==> src/sv/clbr_pkg.sv <==
// ----------------------------------------------------------------------------
// clbr_pkg
// Shared types and constants for the character LCD buffer refresh block.
// ----------------------------------------------------------------------------
`default_nettype none

package clbr_pkg;

	// default screen geometry
	localparam int LineSlotsDef = 17;
	localparam int LineCountDef = 2;

	// fixed field widths
	localparam int PosW  = 6;
	localparam int CharW = 8;
	localparam int NibW  = 4;

	// line address commands and the blank character
	localparam logic [CharW-1:0] HdrLine1  = 8'h80;
	localparam logic [CharW-1:0] HdrLine2  = 8'hC0;
	localparam logic [CharW-1:0] BlankChar = 8'h20;

	// operation codes
	localparam logic OpTick = 1'b0;
	localparam logic OpPut  = 1'b1;

	// controller to datapath commands
	typedef struct packed {
		logic capture;
		logic exec;
		logic apply;
	} cmd_t;

endpackage

`default_nettype wire

==> src/sv/char_lcd_buffer_refresh.sv <==
// ----------------------------------------------------------------------------
// char_lcd_buffer_refresh
// Screen buffer and 4-bit bus refresh sequencer for a character LCD.
//
// One input channel (in_valid/in_ready) carries operation, position and
// character: a tick toggles EN and, on a tick that finds EN low, drives
// the next nibble of the buffer scan (high nibble first); an on-screen put
// writes one character into the buffer and marks the screen dirty.
// One output channel (out_valid/out_ready) returns one result per input
// transaction: EN, RS, the data nibble and the dirty flag after the step.
// The controller walks capture, execute (one buffer RAM access), apply and
// output, taking one transaction at a time, and holds the result until the
// receiver takes it. The next transaction is taken the cycle after the
// result leaves.
// Reset clears the pins, scan and dirty flag at once; buffer slots read as
// their line headers or spaces until written, so no clearing pass is run.
// A stalled receiver holds the result and the block takes no new input.
// ----------------------------------------------------------------------------
`default_nettype none

module char_lcd_buffer_refresh #(
	parameter int LINE_SLOTS = clbr_pkg::LineSlotsDef,
	parameter int LINE_COUNT = clbr_pkg::LineCountDef
) (
	input  wire logic                        clk,
	input  wire logic                        arst_n,
	input  wire logic                        in_valid,
	output logic                             in_ready,
	input  wire logic                        operation,
	input  wire logic [clbr_pkg::PosW-1:0]   position,
	input  wire logic [clbr_pkg::CharW-1:0]  character,
	output logic                             out_valid,
	input  wire logic                        out_ready,
	output logic                             enable_line,
	output logic                             register_select,
	output logic      [clbr_pkg::NibW-1:0]   bus_nibble,
	output logic                             screen_dirty
);

	import clbr_pkg::*;

	cmd_t cmd;

	// sequencer
	clbr_ctrl u_ctrl (
		.clk       (clk),
		.arst_n    (arst_n),
		.in_valid  (in_valid),
		.in_ready  (in_ready),
		.out_valid (out_valid),
		.out_ready (out_ready),
		.cmd       (cmd)
	);

	// buffer and pin state
	clbr_dp #(
		.LINE_SLOTS (LINE_SLOTS),
		.LINE_COUNT (LINE_COUNT)
	) u_dp (
		.clk             (clk),
		.arst_n          (arst_n),
		.cmd             (cmd),
		.operation       (operation),
		.position        (position),
		.character       (character),
		.enable_line     (enable_line),
		.register_select (register_select),
		.bus_nibble      (bus_nibble),
		.screen_dirty    (screen_dirty)
	);

endmodule

`default_nettype wire

==> src/sv/clbr_ram.sv <==
// ----------------------------------------------------------------------------
// clbr_ram
// Generic single-write, single-read RAM with registered read data.
// ----------------------------------------------------------------------------
`default_nettype none

module clbr_ram #(
	parameter int WIDTH = 8,
	parameter int DEPTH = 34
) (
	input  wire logic                     clk,
	input  wire logic                     wr_en,
	input  wire logic [$clog2(DEPTH)-1:0] wr_addr,
	input  wire logic [WIDTH-1:0]         wr_data,
	input  wire logic                     rd_en,
	input  wire logic [$clog2(DEPTH)-1:0] rd_addr,
	output logic      [WIDTH-1:0]         rd_data
);

	logic [WIDTH-1:0] mem_q [DEPTH];

	// write port
	always_ff @(posedge clk) begin
		if (wr_en) begin
			mem_q[wr_addr] <= wr_data;
		end
	end

	// registered read port
	always_ff @(posedge clk) begin
		if (rd_en) begin
			rd_data <= mem_q[rd_addr];
		end
	end

endmodule

`default_nettype wire

==> src/sv/clbr_ctrl.sv <==
// ----------------------------------------------------------------------------
// clbr_ctrl
// Sequencer: capture a transaction, execute, apply, then hold the result.
// ----------------------------------------------------------------------------
`default_nettype none

module clbr_ctrl (
	input  wire logic          clk,
	input  wire logic          arst_n,
	input  wire logic          in_valid,
	output logic               in_ready,
	output logic               out_valid,
	input  wire logic          out_ready,
	output clbr_pkg::cmd_t     cmd
);

	import clbr_pkg::*;

	typedef enum logic [3:0] {
		ST_IDLE  = 4'b0001,
		ST_EXEC  = 4'b0010,
		ST_APPLY = 4'b0100,
		ST_OUT   = 4'b1000
	} state_t;

	state_t state_q;
	state_t state_d;

	// next state
	always_comb begin
		state_d = state_q;
		unique case (state_q)
			ST_IDLE:  if (in_valid) state_d = ST_EXEC;
			ST_EXEC:  state_d = ST_APPLY;
			ST_APPLY: state_d = ST_OUT;
			ST_OUT:   if (out_ready) state_d = ST_IDLE;
			default:  state_d = ST_IDLE;
		endcase
	end

	always_ff @(posedge clk or negedge arst_n) begin
		if (!arst_n) begin
			state_q <= ST_IDLE;
		end else begin
			state_q <= state_d;
		end
	end

	// handshakes and commands
	assign in_ready    = (state_q == ST_IDLE);
	assign out_valid   = (state_q == ST_OUT);
	assign cmd.capture = in_ready && in_valid;
	assign cmd.exec    = (state_q == ST_EXEC);
	assign cmd.apply   = (state_q == ST_APPLY);

	// checks
	a_onehot_state: assert property (@(posedge clk) disable iff (!arst_n)
		$onehot(state_q)) else $error("state register not one-hot");
	a_no_overlap: assert property (@(posedge clk) disable iff (!arst_n)
		!(in_ready && out_valid)) else $error("input and output open together");
	a_exec_follows: assert property (@(posedge clk) disable iff (!arst_n)
		cmd.capture |=> cmd.exec ##1 cmd.apply ##1 out_valid)
		else $error("sequence after capture broken");

endmodule

`default_nettype wire

==> src/sv/clbr_dp.sv <==
// ----------------------------------------------------------------------------
// clbr_dp
// Datapath: screen store, scan offset, pin levels and dirty flag.
// ----------------------------------------------------------------------------
`default_nettype none

module clbr_dp #(
	parameter int LINE_SLOTS = 17,
	parameter int LINE_COUNT = 2
) (
	input  wire logic                        clk,
	input  wire logic                        arst_n,
	input  wire clbr_pkg::cmd_t              cmd,
	input  wire logic                        operation,
	input  wire logic [clbr_pkg::PosW-1:0]   position,
	input  wire logic [clbr_pkg::CharW-1:0]  character,
	output logic                             enable_line,
	output logic                             register_select,
	output logic      [clbr_pkg::NibW-1:0]   bus_nibble,
	output logic                             screen_dirty
);

	import clbr_pkg::*;

	localparam int StoreSlots  = LINE_COUNT * LINE_SLOTS;
	localparam int ScreenChars = LINE_COUNT * (LINE_SLOTS - 1);
	localparam int AddrW       = $clog2(StoreSlots);
	localparam int CalcW       = ((AddrW > PosW) ? AddrW : PosW) + 2;
	localparam logic [AddrW-1:0] LastSlot  = AddrW'(StoreSlots - 1);
	localparam logic [AddrW-1:0] Line2Slot = AddrW'(LINE_SLOTS);

	// captured transaction
	logic             op_q;
	logic [PosW-1:0]  pos_q;
	logic [CharW-1:0] chr_q;

	// scan and pin state
	logic [AddrW-1:0]      offset_q;
	logic                  phase_q;
	logic                  enable_q;
	logic                  select_q;
	logic [NibW-1:0]       nibble_q;
	logic                  dirty_q;
	logic [StoreSlots-1:0] valid_q;

	logic [CalcW-1:0] pos_ext;
	logic [CalcW-1:0] put_addr_ext;
	logic [AddrW-1:0] put_addr;
	logic             put_hit;
	logic             wr_en;
	logic             rd_en;
	logic [CharW-1:0] rd_data;
	logic             at_line_start;
	logic [CharW-1:0] reset_byte;
	logic [CharW-1:0] cur_byte;

	// capture the accepted transaction
	always_ff @(posedge clk) begin
		if (cmd.capture) begin
			op_q  <= operation;
			pos_q <= position;
			chr_q <= character;
		end
	end

	// linear position to store slot: line 1 skips one header, line 2 two
	assign pos_ext      = CalcW'(pos_q);
	assign put_hit      = (op_q == OpPut) && (pos_ext < CalcW'(ScreenChars));
	assign put_addr_ext = (pos_ext < CalcW'(LINE_SLOTS - 1)) ?
		pos_ext + CalcW'(1) : pos_ext + CalcW'(2);
	assign put_addr     = put_addr_ext[AddrW-1:0];

	assign wr_en = cmd.exec && put_hit;
	assign rd_en = cmd.exec && (op_q == OpTick);

	clbr_ram #(
		.WIDTH (CharW),
		.DEPTH (StoreSlots)
	) u_store (
		.clk     (clk),
		.wr_en   (wr_en),
		.wr_addr (put_addr),
		.wr_data (chr_q),
		.rd_en   (rd_en),
		.rd_addr (offset_q),
		.rd_data (rd_data)
	);

	// reset content of the slot under scan
	assign at_line_start = (offset_q == '0) ||
		((LINE_COUNT == 2) && (offset_q == Line2Slot));

	always_comb begin
		if (offset_q == '0) begin
			reset_byte = HdrLine1;
		end else if (at_line_start) begin
			reset_byte = HdrLine2;
		end else begin
			reset_byte = BlankChar;
		end
	end

	assign cur_byte = valid_q[offset_q] ? rd_data : reset_byte;

	// state update
	always_ff @(posedge clk or negedge arst_n) begin
		if (!arst_n) begin
			offset_q <= '0;
			phase_q  <= 1'b0;
			enable_q <= 1'b0;
			select_q <= 1'b0;
			nibble_q <= '0;
			dirty_q  <= 1'b0;
			valid_q  <= '0;
		end else begin
			if (wr_en) begin
				valid_q[put_addr] <= 1'b1;
				dirty_q           <= 1'b1;
			end
			if (cmd.apply && (op_q == OpTick)) begin
				if (!enable_q) begin
					select_q <= !at_line_start;
					if (phase_q) begin
						nibble_q <= cur_byte[NibW-1:0];
						if (offset_q == LastSlot) begin
							offset_q <= '0;
							dirty_q  <= 1'b0;
						end else begin
							offset_q <= offset_q + AddrW'(1);
						end
					end else begin
						nibble_q <= cur_byte[CharW-1:NibW];
					end
					phase_q <= !phase_q;
				end
				enable_q <= !enable_q;
			end
		end
	end

	assign enable_line     = enable_q;
	assign register_select = select_q;
	assign bus_nibble      = nibble_q;
	assign screen_dirty    = dirty_q;

	// checks
	a_offset_range: assert property (@(posedge clk) disable iff (!arst_n)
		offset_q <= LastSlot) else $error("scan offset past last slot");
	a_enable_only_apply: assert property (@(posedge clk) disable iff (!arst_n)
		!cmd.apply |=> $stable(enable_q)) else $error("enable moved outside apply");
	a_put_sets_dirty: assert property (@(posedge clk) disable iff (!arst_n)
		wr_en |=> dirty_q) else $error("put did not set dirty");

endmodule

`default_nettype wire

==> config.mk <==
export PLATFORM = sky130hd
export DESIGN_NAME = char_lcd_buffer_refresh
export DESIGN_NICKNAME = d
export VERILOG_FILES = /design/src/sv/clbr_pkg.sv /design/src/sv/char_lcd_buffer_refresh.sv /design/src/sv/clbr_ram.sv /design/src/sv/clbr_ctrl.sv /design/src/sv/clbr_dp.sv
export SDC_FILE = /design/constraint.sdc
export NUM_CORES = 1
export LEC_CHECK = 0
export BUFFER_PORTS_ARGS = -buffer_cell sky130_fd_sc_hd__buf_2
export CAP_MARGIN = 20
export CORE_MARGIN = 2
export CORE_UTILIZATION = 55
export DETAILED_ROUTE_END_ITERATION = 6
export PLACE_DENSITY = 0.71
export SLEW_MARGIN = 15
export SYNTH_ARGS = -nofsm -noshare
export SYNTH_HDL_FRONTEND = slang
export SYNTH_SLANG_ARGS = --single-unit
==> constraint.sdc <==
create_clock -name clk -period 3.4 [get_ports clk]
set_clock_uncertainty 0.05 [all_clocks]
set_input_delay 0.85 -clock clk [delete_from_list [all_inputs] [get_ports clk]]
set_output_delay 0.85 -clock clk [all_outputs]
set_load 0.005 [all_outputs]
==> Yosys cells after proc, flatten, opt, wreduce, memory -nomap -nowiden <==
Memory sizes are Yosys's and may differ from the RTL's. A register that Yosys moved wholly into a read port is not among the register bits.
Cells that the tools add are included.
{ "word_totals": {"mem_bits_rw": 272, "word_cells": 65, "in_bits": 19, "register_bits": 67, "memories": 1, "output_inout_bits": 9} }
{ "mem_list": {"columns": ["memory", "depth", "word_bits", "rd", "rd_clocked_by_memory_dff", "write_ports", "line_no", "text"], "rows": [
  ["u_dp.u_store.mem_q", 34, 8, 1, 1, 1, "clbr_ram.sv:20", "logic [WIDTH-1:0] mem_q [DEPTH];"]
]} }
{ "classes": {"n_reduce_logical": 14, "bitwise": 3, "eq_ne": 8, "magnitude_cmp": 5, "n_mux": 20, "add_sub_neg": 3} }
{ "ops": {"columns": ["cell", "n"], "rows": [
  ["34-bit bitwise OR", 1],
  ["8-bit two-way mux", 3],
  ["4-bit case mux with 4 select lines", 1],
  ["6-bit by 7-bit less-than comparator with 1-bit output (second input constant)", 2],
  ["6-bit by 1-bit adder with 6-bit output (second input constant)", 2],
  ["4-bit two-way mux", 3],
  ["6-bit two-way mux", 2],
  ["1-bit two-way mux", 9],
  ["6-bit by 2-bit adder with 6-bit output (second input constant)", 1],
  ["1-bit binary-select mux with 6-bit select", 1],
  ["1-bit demux with 6-bit select", 1],
  ["6-bit by 5-bit == test with 1-bit output (second input constant)", 1],
  ["6-bit == test (second input constant)", 1],
  ["6-bit by 1-bit greater-or-equal comparator with 1-bit output (second input constant)", 1],
  ["1-bit logical AND", 6],
  ["6-bit zero test", 1],
  ["6-bit by 5-bit less-than comparator with 1-bit output (second input constant)", 1],
  ["6-bit less-than comparator (second input constant)", 1],
  ["4-bit by 1-bit == test with 1-bit output (second input constant)", 1],
  ["4-bit by 2-bit == test with 1-bit output (second input constant)", 1],
  ["4-bit by 3-bit == test with 1-bit output (second input constant)", 1],
  ["4-bit == test (second input constant)", 1],
  ["2-bit AND reduction", 2],
  ["1-bit zero test", 3],
  ["other kinds (5)", 6]
]} }

==> Longest topological paths before layout <==
Gate-level depths: netlist of run 1.
{ "logic_depth": {"word_depth": 8, "mapped_depth": 10} }

==> Cells and area by module <==
A second synthesis of run 1 with hierarchy kept.
{ "hier_totals": {"hier_cells": 899, "hier_area_um2": 14403.8} }
{ "modules_own_cells": {"columns": ["module", "area_per_inst_um2", "instances", "cells_each"], "rows": [
  ["clbr_ram", 11193.2, 1, 612],
  ["clbr_dp", 2991.6, 1, 267],
  ["clbr_ctrl", 219.0, 1, 20]
]} }

==> Least setup slack after synthesis of run 1 <==
OpenSTA, ideal clock, no wires.
{ "synth_timing": {"kind": "reg-to-reg", "startpoint": "register u_dp.pos_q[0]", "endpoint": "memory u_dp.u_store.mem_q[18][0] (enable)", "path_slack_ns": 0.716, "synth_period_minus_slack_ns": 2.684, "arrival_ns": 2.261, "t_required_ns": 2.977, "stages_incl_launch_ff": 6, "cell_sequence": "edfxtp_1 ha_1 or3b_2 a211oi_1 nand3_1 nor2_1"} }
{ "synth_via": {"elab_chain_cells": 5} }
{ "synth_rtl": {"columns": ["element", "line_no", "text"], "rows": [
  ["from (decl)", "clbr_dp.sv:34", "logic [PosW-1:0] pos_q;"],
  ["from (signal assigned)", "clbr_dp.sv:61", "pos_q <= position;"],
  ["6-bit less-than comparator", "clbr_dp.sv:68", "assign put_hit = (op_q == OpPut) && (pos_ext < CalcW'(ScreenChars));"],
  ["1-bit logical AND", "clbr_dp.sv:68", null],
  ["1-bit logical AND", "clbr_dp.sv:73", "assign wr_en = cmd.exec && put_hit;"],
  ["1-bit two-way mux", "clbr_ram.sv:24", "if (wr_en) begin"],
  ["1-bit two-way mux (not written as such)", "clbr_ram.sv:25", "mem_q[wr_addr] <= wr_data;"],
  ["to (decl)", "clbr_ram.sv:20", null]
]} }
Several ways; a longest one is shown, not always the timed one.

==> Worst setup path after layout of run 1 <==
{ "layout_timing": {"startpoint": "register u_dp.pos_q[0]", "endpoint": "memory u_dp.u_store.mem_q[27][7] (enable)"} }
Same word-level chain as after synthesis.

==> out/qor.yml, run 1 <==
required_ns: 3.58
dp_hpwl_um: 20100
rsz0062_at_grt: "false"
irDropWorstVdd_mv: 0.545
slew_viol_final: 0
synth-edff-count: 295
io_buffers: 27
netlist_instances: 748
worst-path-max-fanout: 8
stdcell_count: 1192
clockRootBuffer: "clkbuf_16"
viasPerCell: 6.07
met3_usage: 0.0456
drt_wl_total_um: 30000
cts_buffers: 36
drive_gt1_frac: 0.283
cts_sinks: 347
area_growth_syn_to_layout_pct: 15.1
arrival_ns: 3.22
met1_usage: 0.345
fin_nets: 859
antenna_found_initial: 0
die_h_um: 163
setup-violations-final: 0
leakage_nw: 5.39
rows: 58
top_usage_layer: "met2"
synthFlopType: "edfxtp_1"
first_global_vias: 7319
whs_ns: 0.183
synth_cell_type_count: 56
hold_violations: 0
setup.worst_path.end_class: "flop"
gp_congestion: 0.899
dp_cells: 1124
start_util: 0.555
pin_count: 28
period_share: 0.893
worst-path-buf-inv: 1
cts_setup_buffers: 0
fin_ws_ns: 0.363
clk_pin_slew_ns: 0.06
cp.depth: 6
timing.setup.tns_ns: 0
path_delay_family: "simple AND/OR/NAND/NOR gates"
htree_levels: 2
netlist_area_sq_um: 13900
cts_tree: "yes"
status: "finished clean"
core_sq_um: 25000
seq_area_frac_synth: 0.733
grt_max_degree: 41
worst_hold_path_type: "in2async"
powerDensity_nw_per_um2: 653
overflow: 0
hold_buffers: 0
vias: 7237
grt_usage: 0.237
grt_use_met2: 0.368
slowest_stage: "nand3_1"
cp-start-kind: "flop"
fin_crit_ns: 3.04
drv_cap: 0
dieArea_sq_um: 26500
slew_headroom: 0.316
clk_latency_ns: 0.51
r2r_start: "u_dp.pos_q[0]"
syn_nets: 772
die_x_um: 163
final_cell_mix: "edfxtp_1 (295), mux4_2 (68), buf_4 (57)"
cts_buffer_depth: 3
ys_seq_elements: 347
cts_resized: 0
antenna_cells: 0
synth_warnings: 0
ant_nets: 0
critPathMaxStageDelay_ns: 0.52
crit_start: "u_dp.pos_q[0]"
grt_pass1_wl_um: 45400
num-fill-cells: 1722
final_common_cell: "edfxtp_1"
tightest_slew_ns: 1.03
crit_type: "reg2reg"
reg2regPathDepth: 6
dp_slack_ns: 0.435
dr.pass1.iters: 5
async_flop_share: 0.150
wl_per_cell_um: 25.2
worstPathCellList: "ha_1 -> or3b_2 -> a211oi_1 -> nand3_1 -> nor2_1 -> buf_4"
postLayoutCoreUtil: 0.639
drc: 0
timing.fmax_mhz: 329
drt_iter0_markers: 686
syn_area_per_cell_sq_um: 18.5
## layout make-up
| class | instances | area [sq um] | share of cell area |
|---|---|---|---|
| flip-flops and latches | 347 | 10200 | 0.637 |
| inverters | 5 | 18.8 | 0.00118 |
| repair buffers | 89 | 668 | 0.0419 |
| clock inverters | 24 | 226 | 0.0142 |
| well taps | 330 | 413 | 0.0259 |
| clock buffers | 41 | 951 | 0.0596 |
| multi-input cells | 356 | 3510 | 0.220 |
## kinds of logic (layout without fill, tap and decap cells)
kind of cell / after synthesis / in the layout / share of synthesized area
compound gates: 85 / 85 / 0.0459
xor+xnor: 11 / 11 / 0.00695
fa+ha+maj: 5 / 5 / 0.00451
buf+inv: 45 / 159 / 0.0144
flops: 347 / 347 / 0.733
mux: 113 / 113 / 0.144
simple gates: 142 / 142 / 0.0509
## routing by layer
layer	up-vias	part of all wire
met2	266	0.48
met1	3733	0.42
met5	-	0
met3	59	0.068
met4	0	0.030
li1	3179	-
## sequential cells by signal, summed over array words and instances (netlist names)
register	flops
u_dp.register_select	1
u_dp.chr_q	8
u_dp.op_q	1
u_dp.valid_q	34
u_dp.u_store.rd_data	8
u_dp.u_store.mem_q	272
u_dp.phase_q	1
u_ctrl.state_q	4
u_dp.enable_line	1
u_dp.pos_q	6
u_dp.offset_q	6
u_dp.bus_nibble	4
u_dp.screen_dirty	1
## final timing paths
path	end	slack, ns
worst max-delay path	u_dp.u_store.mem_q[27][7]	0.36
worst min-delay path	u_dp.valid_q[11]	0.18
worst max register to register	u_dp.u_store.mem_q[27][7]	0.36
worst min register to register	u_dp.valid_q[20]	0.41
max in group asynchronous	u_ctrl.state_q[0]	2.40
min in group clk	u_dp.valid_q[20]	0.41
## per-stage QoR
step / power, mW / cell area, sq um
after floorplan: 6.14 / 13900
after global placement: 6.58 / 14700
after detailed placement: 6.65 / 14700
after CTS: 10.5 / 15900
after global routing: 10.8 / 16000
final: 10.4 / 16000
## where the power goes
group	internal, mW	total [mW]	switching (mW)
logic	0.632	1.35	0.720
registers	4.95	5.24	0.286
clock network	2.26	3.82	1.57
total	7.84	10.4	2.57
## synth_stat cells, types with 8 or more instances
cell	number	area (sq um)
dfrtp_1	51	1280
mux2i_1	29	290
o21bai_1	29	218
mux4_2	68	1530
a221oi_1	9	78.8
nand2_1	34	128
nand3_1	8	40.0
clkbuf_1	20	75.1
buf_2	15	75.1
nor2_1	52	195
mux2_2	16	180
edfxtp_1	295	8860
Note: power is estimated with default switching activity, not from simulation.
==> run 2: changes to the inputs <==
Settings changed: CAP_MARGIN 20 to not set, CELL_PAD_IN_SITES_DETAIL_PLACEMENT set to 1, CELL_PAD_IN_SITES_GLOBAL_PLACEMENT set to 1, CORE_UTILIZATION 55 to 54, PLACE_DENSITY 0.71 to not set, PLACE_DENSITY_LB_ADDON set to 0.1.
==> out/qor.yml, run 2 (synthesis gave the netlist of run 1 again) <==
largest-register: "u_dp.u_store.mem_q"
drc: 0  # unchanged
tightest_slew_ns: 1.11  # +0.0803 ns
dp_hpwl_um: 23000  # +14%
regArea_sq_um: 10200  # unchanged
worst_hold_path_type: "in2async"
drive_gt1_frac: 0.269  # -0.0140
drt_wl_total_um: 34300  # +14%
top_regs: "u_dp.u_store.mem_q x272, u_dp.valid_q x34"
pin_count: 28  # unchanged
fin_nets: 864  # +0.58%
cts_buffers: 37  # +2.8%
final_cell_mix: "edfxtp_1 (295), mux4_2 (68), buf_4 (63)"
ant_nets: 0  # unchanged
grt_usage: 0.268  # +0.0313
timing.setup.tns_ns: 0  # unchanged
p_switching_mw: 2.66  # +3.4%
setup-violations-final: 0  # unchanged
vias: 7489  # +3.5%
swShare: 0.255  # +0.00843
seq_power_share: 0.500  # -0.003
drv_cap: 0  # unchanged
leakage_nw: 5.35  # -0.58%
required_ns: 3.56  # -0.02 ns
reg2reg_to: "u_dp.u_store.mem_q[2][2]"
multi_input_area_sq_um: 3500  # -0.29%
hold_buffers: 0  # unchanged
rsz0062_at_grt: "false"
overflow: 0  # unchanged
antenna_found_initial: 0  # unchanged
gp_congestion: 0.820  # -8.9%
internal_power_mw: 7.75  # -1.2%
hold_violations: 0  # unchanged
clk_latency_ns: 0.52  # about the same
first_global_vias: 7913  # +8.1%
grt_pass1_wl_um: 51700  # +14%
crit_type: "reg2reg"
slew_viol_final: 0  # unchanged
powerDensity_nw_per_um2: 655  # +0.42%
dp_cells: 1130  # +0.53%
comb_power_share: 0.141  # +0.011
setup.worst_path.end_class: "flop"
wl_per_cell_um: 28.6  # +14%
r2r_start: "u_dp.pos_q[0]"
viasPerCell: 6.26  # +3.1%
clockRootBuffer: "clkbuf_16"
largest_reg_flops: 272  # unchanged
p_clk_frac: 0.359  # -0.008
arrival_ns: 3.11  # -0.11 ns
irDropWorstVdd_mv: 0.563  # +3.2%
area_growth_syn_to_layout_pct: 14.6
cts_resized: 0  # unchanged
slew_headroom: 0.263  # -0.0536
rows: 58  # unchanged
clk_pin_slew_ns: 0.06  # about the same
htree_levels: 2  # unchanged
die_h_um: 164  # +0.90%
ff2ff_setup_slack_ns: 0.45  # +0.09 ns
cts_tree: "yes"
cts_buffer_depth: 3  # unchanged
status: "finished clean"
worst-path-max-fanout: 8  # unchanged
start_util: 0.550  # -0.00480
stdcell_count: 1196  # +0.34%
core_sq_um: 25200  # +0.87%
power_mw: 10.4  # about the same
period_share: 0.867  # -0.0266
antenna_cells: 0  # unchanged
grt_max_degree: 35  # -15%
fin_crit_ns: 2.95  # -0.0903 ns
reg2regPathDepth: 7  # +1
num-fill-cells: 2147  # +25%
cp-start-kind: "flop"
cts_setup_buffers: 0  # unchanged
dieArea_sq_um: 27000  # +1.8%
dr.pass1.iters: 4  # -1
final_common_cell: "edfxtp_1"
cts_sinks: 347  # unchanged
io_buffers: 27  # unchanged
drt_iter0_markers: 667  # -2.8%
timing.fmax_mhz: 339  # +3.1%
die_x_um: 164  # +0.90%
run 2: worst max path at each step:
stage	end	slack [ns]	from	depth (start not counted)
2_1_floorplan	u_dp.u_store.mem_q[18][0]	0.72	u_dp.pos_q[0]	5
3_3_place_gp	u_dp.u_store.mem_q[30][3]	0.52	u_dp.pos_q[0]	7
3_5_place_dp	u_dp.u_store.mem_q[2][6]	0.46	u_dp.pos_q[0]	7
4_1_cts	u_dp.u_store.mem_q[2][0]	0.44	u_dp.pos_q[0]	7
5_1_grt	u_dp.u_store.mem_q[27][7]	0.28	u_dp.pos_q[0]	7
6_report	u_dp.u_store.mem_q[2][2]	0.45	u_dp.pos_q[0]	7
run 2: cell type report:
| cell class | count | area share |
|---|---|---|
| Timing Repair Buffer | 93 | 0.0418 |
| Multi-Input combinational cell | 356 | 0.221 |
| Clock inverter | 19 | 0.00725 |
| Tap cell | 330 | 0.0260 |
| Sequential cell | 347 | 0.640 |
| Clock buffer | 46 | 0.0631 |
| Inverter | 5 | 0.00118 |
run 2: per-stage QoR:
step                       util  worst slack (ns)  area, sq um  hold WS (ns)
after global routing      0.631             0.279        15900         0.371
after floorplan               -             0.716        13900         0.378
after CTS                 0.630             0.444        15900         0.345
final                     0.631             0.453        15900         0.321
after global placement    0.586             0.522        14700         0.393
after detailed placement  0.586             0.463        14700         0.402
run 2: per-layer routing:
| metal | vias to the layer above | track usage | share of wire |
|---|---|---|---|
| met3 | 66 | 0.0465 | 0.064 |
| met4 | 0 | 0.0881 | 0.030 |
| met1 | 3972 | 0.384 | 0.41 |
| li1 | 3180 | - | - |
| met5 | - | 0 | 0 |
| met2 | 271 | 0.424 | 0.49 |
run 2: worst max-delay path, cell delays in order (launching register included):
cell and delay, ns:
edfxtp_1 0.50, ha_1 0.32, or3b_2 0.49, a211oi_1 0.53
nand3_1 0.14, buf_4 0.23, nor2_1 0.14, buf_4 0.22
run 2: power by group through the flow:
stage	clock network [mW]	logic (mW)	registers, mW
2_1_floorplan	0	0.948	5.19
3_3_place_gp	0	1.39	5.29
3_5_place_dp	0	1.44	5.31
4_1_cts	3.78	1.45	5.22
5_1_grt	3.96	1.58	5.23
6_report	3.74	1.46	5.20
